File: src/rtl/cau_pkg.sv
// Shared types and constants for the complex arithmetic unit.
// No dependencies.
`default_nettype none

package cau_pkg;

    localparam int DW   = 16;          // operand and result width
    localparam int FW   = 8;           // fraction bits
    localparam int P_W  = 2 * DW;      // product width
    localparam int S_W  = 2 * DW + 1;  // sum of two products
    localparam int N_W  = 2 * DW;      // magnitude of a sum, norm
    localparam int Q_W  = DW + 1;      // quotient bits kept
    localparam int SQ_W = DW;          // root bits
    localparam int R_W  = N_W + Q_W;   // divider remainder

    localparam logic [2:0] FUNC_ADD = 3'd0;
    localparam logic [2:0] FUNC_SUB = 3'd1;
    localparam logic [2:0] FUNC_MUL = 3'd2;
    localparam logic [2:0] FUNC_DIV = 3'd3;
    localparam logic [2:0] FUNC_MAG = 3'd4;

    typedef struct packed {
        logic [2:0]           func;
        logic signed [DW-1:0] a_re;
        logic signed [DW-1:0] a_im;
        logic signed [DW-1:0] b_re;
        logic signed [DW-1:0] b_im;
    } req_t;

    typedef struct packed {
        logic signed [DW-1:0] res_re;
        logic signed [DW-1:0] res_im;
        logic                 overflow;
        logic                 div_by_zero;
    } rsp_t;

    // item state while it walks the divide / square root stages
    typedef struct packed {
        logic [2:0]     func;
        logic           dz;
        logic           re_neg;
        logic           im_neg;
        logic           re_huge;
        logic           im_huge;
        logic [R_W-1:0] re_rem;
        logic [R_W-1:0] im_rem;
        logic [Q_W-1:0] re_q;
        logic [Q_W-1:0] im_q;
        logic [N_W-1:0] den;
    } iter_t;

endpackage

`default_nettype wire

File: src/rtl/cau_back.sv
// Output stage: sign, saturation, flags and the result register.
// Depends on cau_pkg.
`default_nettype none

module cau_back (
    input  wire logic           clk,
    input  wire logic           rst_n,
    input  wire logic           en,
    input  wire logic           in_vld,
    input  wire cau_pkg::iter_t in_item,
    output logic                out_vld,
    output cau_pkg::rsp_t       out_rsp
);
    import cau_pkg::*;

    localparam logic [DW-1:0]  MAX_POS = {1'b0, {(DW-1){1'b1}}};
    localparam logic [DW-1:0]  MAX_NEG = {1'b1, {(DW-1){1'b0}}};
    localparam logic [Q_W-1:0] LIM_POS = {2'b00, {(DW-1){1'b1}}};
    localparam logic [Q_W-1:0] LIM_NEG = {2'b01, {(DW-1){1'b0}}};

    logic          vld_reg;
    rsp_t          rsp_reg, rsp_next;
    logic [DW:0]   sat_re, sat_im;

    // returns {overflow, value}
    function automatic logic [DW:0] sat(input logic neg, input logic huge,
                                        input logic [Q_W-1:0] mag);
        logic [Q_W-1:0] negv;
        negv = -mag;
        if (huge) begin
            sat = {1'b1, neg ? MAX_NEG : MAX_POS};
        end
        else if (neg && mag != '0) begin
            if (mag > LIM_NEG) begin
                sat = {1'b1, MAX_NEG};
            end
            else begin
                sat = {1'b0, negv[DW-1:0]};
            end
        end
        else if (mag > LIM_POS) begin
            sat = {1'b1, MAX_POS};
        end
        else begin
            sat = {1'b0, mag[DW-1:0]};
        end
    endfunction

    assign sat_re = sat(in_item.re_neg, in_item.re_huge, in_item.re_q);
    assign sat_im = sat(in_item.im_neg, in_item.im_huge, in_item.im_q);

    always_comb begin
        rsp_next.res_re      = sat_re[DW-1:0];
        rsp_next.res_im      = sat_im[DW-1:0];
        rsp_next.overflow    = sat_re[DW] | sat_im[DW];
        rsp_next.div_by_zero = in_item.dz;
    end

    always_ff @(posedge clk or negedge rst_n) begin
        if (!rst_n) begin
            vld_reg <= 1'b0;
        end
        else if (en) begin
            vld_reg <= in_vld;
        end
    end

    always_ff @(posedge clk) begin
        if (en) begin
            rsp_reg <= rsp_next;
        end
    end

    assign out_vld = vld_reg;
    assign out_rsp = rsp_reg;

endmodule

`default_nettype wire

File: config.mk
export PLATFORM = sky130hd
export DESIGN_NAME = cau_back
export DESIGN_NICKNAME = d
export VERILOG_FILES = /design/src/rtl/cau_pkg.sv /design/src/rtl/cau_back.sv
export SDC_FILE = /design/constraint.sdc
export NUM_CORES = 1
export LEC_CHECK = 0
export BUFFER_PORTS_ARGS = -buffer_cell sky130_fd_sc_hd__buf_2
export CAP_MARGIN = 10
export CORE_UTILIZATION = 40
export CTS_BUF_LIST = sky130_fd_sc_hd__clkbuf_4
export CTS_CLUSTER_DIAMETER = 200
export DETAILED_ROUTE_END_ITERATION = 12
export PLACE_DENSITY = 0.84
export SYNTH_ARGS = -nofsm -noshare
export SYNTH_HDL_FRONTEND = slang
export SYNTH_SLANG_ARGS = --single-unit
export TNS_END_PERCENT = 5
File: constraint.sdc
create_clock -name clk -period 0.9 [get_ports clk]
set_clock_uncertainty 0.05 [all_clocks]
set_input_delay 0.135 -clock clk [delete_from_list [all_inputs] [get_ports clk]]
set_output_delay 0.135 -clock clk [all_outputs]
set_load 0.005 [all_outputs]
-- Word-level counts from Yosys, hierarchy flattened
Cells that the tools add are included.
- register bits: 35
- bits of input ports: 176
- output and inout port bits: 35
- logic and storage cells: 26
- $add $sub $neg: 2
- $lt $le $gt $ge: 4
- muxes and demuxes: 10
- bitwise logic cells: 1
- reduce and logical (&&, ||, !) cells: 4
- operator list (operator ; count):
    $mux 17 ; 8
    $gt 17x15->1 const B ; 2
    $gt 17x16->1 const B ; 2
    $reduce_bool 17->1 ; 2
    $mux 16 ; 2
    $neg 16->16 ; 2
    $logic_and 1x1->1 ; 2
    $or 1x1->1 ; 1

-- Depth between registers and ports, before layout
- word-level depth: 5
- gate-level depth with buffers: 9
- depth with buffers taken out: 7

-- Worst setup path before layout
OpenSTA, ideal clock, no wires.
- path kind: input port to flip-flop
- start point: input port in_item[49] (netlist name)
- end point: register rsp_reg, in the netlist out_rsp[32] (data pin)
- setup time: 271 ps
- data arrival time: 2095 ps
- data required time: 579 ps
- slack: -1515 ps
- stages on the path: 7
- buffers on the path: 0
- path through: inv_1 -> ha_1 -> or4b_4 -> or4_4 -> or3_4 -> a2111oi_4 -> a211oi_2
- RTL lines (what ; RTL line ; RTL):
    start: declaration ; cau_back.sv:10 ; input wire cau_pkg::iter_t in_item,
    end signal: assignment ; cau_back.sv:70 ; rsp_reg <= rsp_next;
    end: declaration ; cau_back.sv:22 ; rsp_t rsp_reg, rsp_next;

==> summary.md <==
| Metric | Value |
|---|---|
| Outcome | finished with violations |
| Failing checks | negative setup slack |
| Initial drt markers | 250 |
| Pre-antenna DRT Iters | 5 |
| Worst hold path class | input pin to async pin |
| Synth top area share | 0.4030 |
| R2r endpoint | out_vld |
| Syn_area_per_cell | ~9.3 sq um |
| Largest net degree at the start of global routing | 17 |
| Final Power | about 4.4 mW |
| Layout cells sized above 1 | 0.5453 |
| Final wirelength | slightly above 10000 microns |
| Post-synth ARST share | 0.02857 |
| Total CTS buffers | 5 |
| Routed vias | 3272 |
| Final worst-path setup slack | -1124 ps |
| P_leak | between 1.5 and 2 nW |
| CP required | between 1000 and 1500 ps |
| Syn nets | approximately 450 |
| Die H | between 80 and 90 microns |
| Cell Rows | 28 |
| Final setup viols | 68 |
| Max-slew violation count | 0 |
| Skew-Pair Late Insertion Delay | ~330 ps |
| Register area share after synthesis | 0.4128 |
| Input/output buffers | 77 |
| Reg-to-reg setup timing slack | between 100 and 150 ps |
| Main synth FF type | edfxtp_1 |
| Global-route wire length before repair | about 15000 microns |
| CP Max Fanout | 3 |
| Core area | approximately 6000 sq um |
| CTS tree | yes |
| Hpwl dp | 7222 microns |
| Max H-tree Level | 2 |
| Netlist cell types | between 50 and 60 |
| GRT Residual Overflow | 0 |
| Largest area contributor in the netlist | edfxtp_1 |
| Gr usage total | 0.2956 |
| RSZ-0062 raised after global routing | yes |
| Layout overhead on the synthesized area | 65.53% |
| Launch point of the worst reg-to-reg path | out_vld |
| Core Util, Final | 0.6960 |
| Clock transition at path regs | about 120 ps |
| CP Launch Type | input pin |
| Die X | roughly 82 microns |
| Antenna violations before repair | 0 |
| Top cells by area, synth | edfxtp_1 40%, or3_1 4.7%, a21oi_1 3.6% |
| Fin nets | approximately 630 |
| Final period utilization | 2.249 |
| Mapped Area | about 2500 sq um |
| Antenna diode count | 0 |
| Most common cell in the netlist | edfxtp_1 |
| Drc violations | 0 |
| Longest Clk Path Bufs | 2 |
| Cells on worst reg2reg path | 1 |
| Area post-placement | 3689 sq um |
| Via density per instance | roughly 6.2 |
| Cells after Synth | ~270 |
| VDD IR-drop max | 0.0006509 V |
| RePlAce Congestion | 1.002 |
| Vias in the first global route | between 2000 and 3000 |
| Fin area | between 4000 and 5000 sq um |
| WP data arrival | about 2200 ps |
| Initial cell density of the core | 0.4205 |
| Die area | approximately 6700 sq um |
| CP Class | input pin to register |
| Worst Max-Slew Pin Slew | 447.9 ps |
| IO Pins | between 200 and 250 |
| Yosys Warn Count | 0 |
| Hold Fails Final Rpt | 0 |
| # clock sinks | 35 |
| Maximum clock frequency | around 490 MHz |
| EDFF count, synth | 34 |
| Pwr Density | around 1000 nW/um^2 |
| Max cap viols | 0 |
| Synth cell count leaders | 34 x edfxtp_1, 20 x nand2_1, 19 x or3_1 |
| Wire per inst | between 15 and 20 microns |
| Max_slew headroom | 0.6975 |
| Critical Path End Type | register |
| Register bit total from synthesis | 35 |
| Antenna viol nets, final | 0 |
| Root Driver | clkbuf_4 |
| Final worst path period need | roughly 2000 ps |
| Setup TNS | -34470 ps |
flip-flops by register name, summed over array words and instances, names as in the netlist:
register,count
out_rsp,34
out_vld,1
repair_timing:
action	in CTS	in global routing
pin swaps	25	5
resized for setup	51	21
hold endpoints to repair	3	0
buffers inserted	7	3
hold buffers	3	0
endpoints found under the setup margin	68	68
power by group:
group          switching, mW  leakage, nW  internal, mW
Clock                  0.551       0.0368         0.402
Sequential            0.0400        0.346          1.97
Combinational          0.727         1.25         0.669
per-layer routing:
metal	routed length [microns]	GRT usage	share of wire
met2	4647	0.4758	0.46
met4	450	0.1386	0.045
met3	968	0.04333	0.096
met5	0	0	0
met1	3994	0.3885	0.40
cells in the final DEF, fill, tap and decap left out, types with 4 or more instances in the layout:
master | netlist | routed
nand3_1 | 9 | 9
buf_2 | 1 | 74
nor3b_1 | 5 | 4
a211oi_2 | 1 | 4
buf_6 | 1 | 12
nor4_1 | 7 | 4
nand2b_1 | 4 | 4
or3_4 | 1 | 6
inv_1 | 8 | 6
nand4_1 | 9 | 9
clkbuf_4 | 0 | 8
a31oi_1 | 11 | 11
o21ai_0 | 15 | 10
buf_4 | 1 | 97
nand2_1 | 20 | 20
nor2_1 | 14 | 13
a41oi_2 | 0 | 7
o31ai_1 | 5 | 4
or3_1 | 19 | 14
nor3_1 | 13 | 12
a21oi_1 | 18 | 14
a21oi_2 | 1 | 4
nand4b_1 | 5 | 5
edfxtp_1 | 34 | 34
area by class of cell:
class	instances	area, sq um
fill	436	1832
multi-input combinational	214	1660
timing repair buffer	188	1299
sequential	35	1046
tap	75	93.84
clock buffer	8	60.06
inverter	8	35.03
through the flow:
step | worst slack [ps] | hold WS, ps | std cells
final | -1124 | 60.25 | 528
after global placement | -1582 | -127.5 | 507
after floorplan | -1434 | -210.6 | 273
after CTS | -1092 | 31.43 | 525
after detailed placement | -1683 | -125.4 | 507
after global routing | -1153 | 55.96 | 528
critical path, stage by stage:
cell	delay [ps]
buf_8	100
inv_4	50
ha_4	130
or4b_4	470
or4_4	440
buf_6	140
o21ai_4	170
buf_6	130
nor2_1	70
buf_4	160
a211oi_2	170
worst max-delay path by stage:
stage	startpoint	to	slack, ps	cells after the start
6_report	in_item[49]	out_rsp[32]	-1120	11
5_1_grt	in_item[49]	out_rsp[32]	-1150	11
4_1_cts	in_item[57]	out_rsp[32]	-1090	6
3_5_place_dp	in_item[49]	out_rsp[30]	-1680	9
3_3_place_gp	in_item[49]	out_rsp[33]	-1580	8
2_1_floorplan	in_item[49]	out_rsp[32]	-1430	7
cell families after synthesis:
kind of cell | count (synthesis) | share of synthesized area
mux | 3 | 0.01284
fa+ha+maj | 4 | 0.01975
xor+xnor | 2 | 0.006915
compound gates | 84 | 0.2316
simple gates | 121 | 0.2755
flops | 35 | 0.4128
buf+inv | 24 | 0.04049
Note: power is estimated with default switching activity, not from simulation.
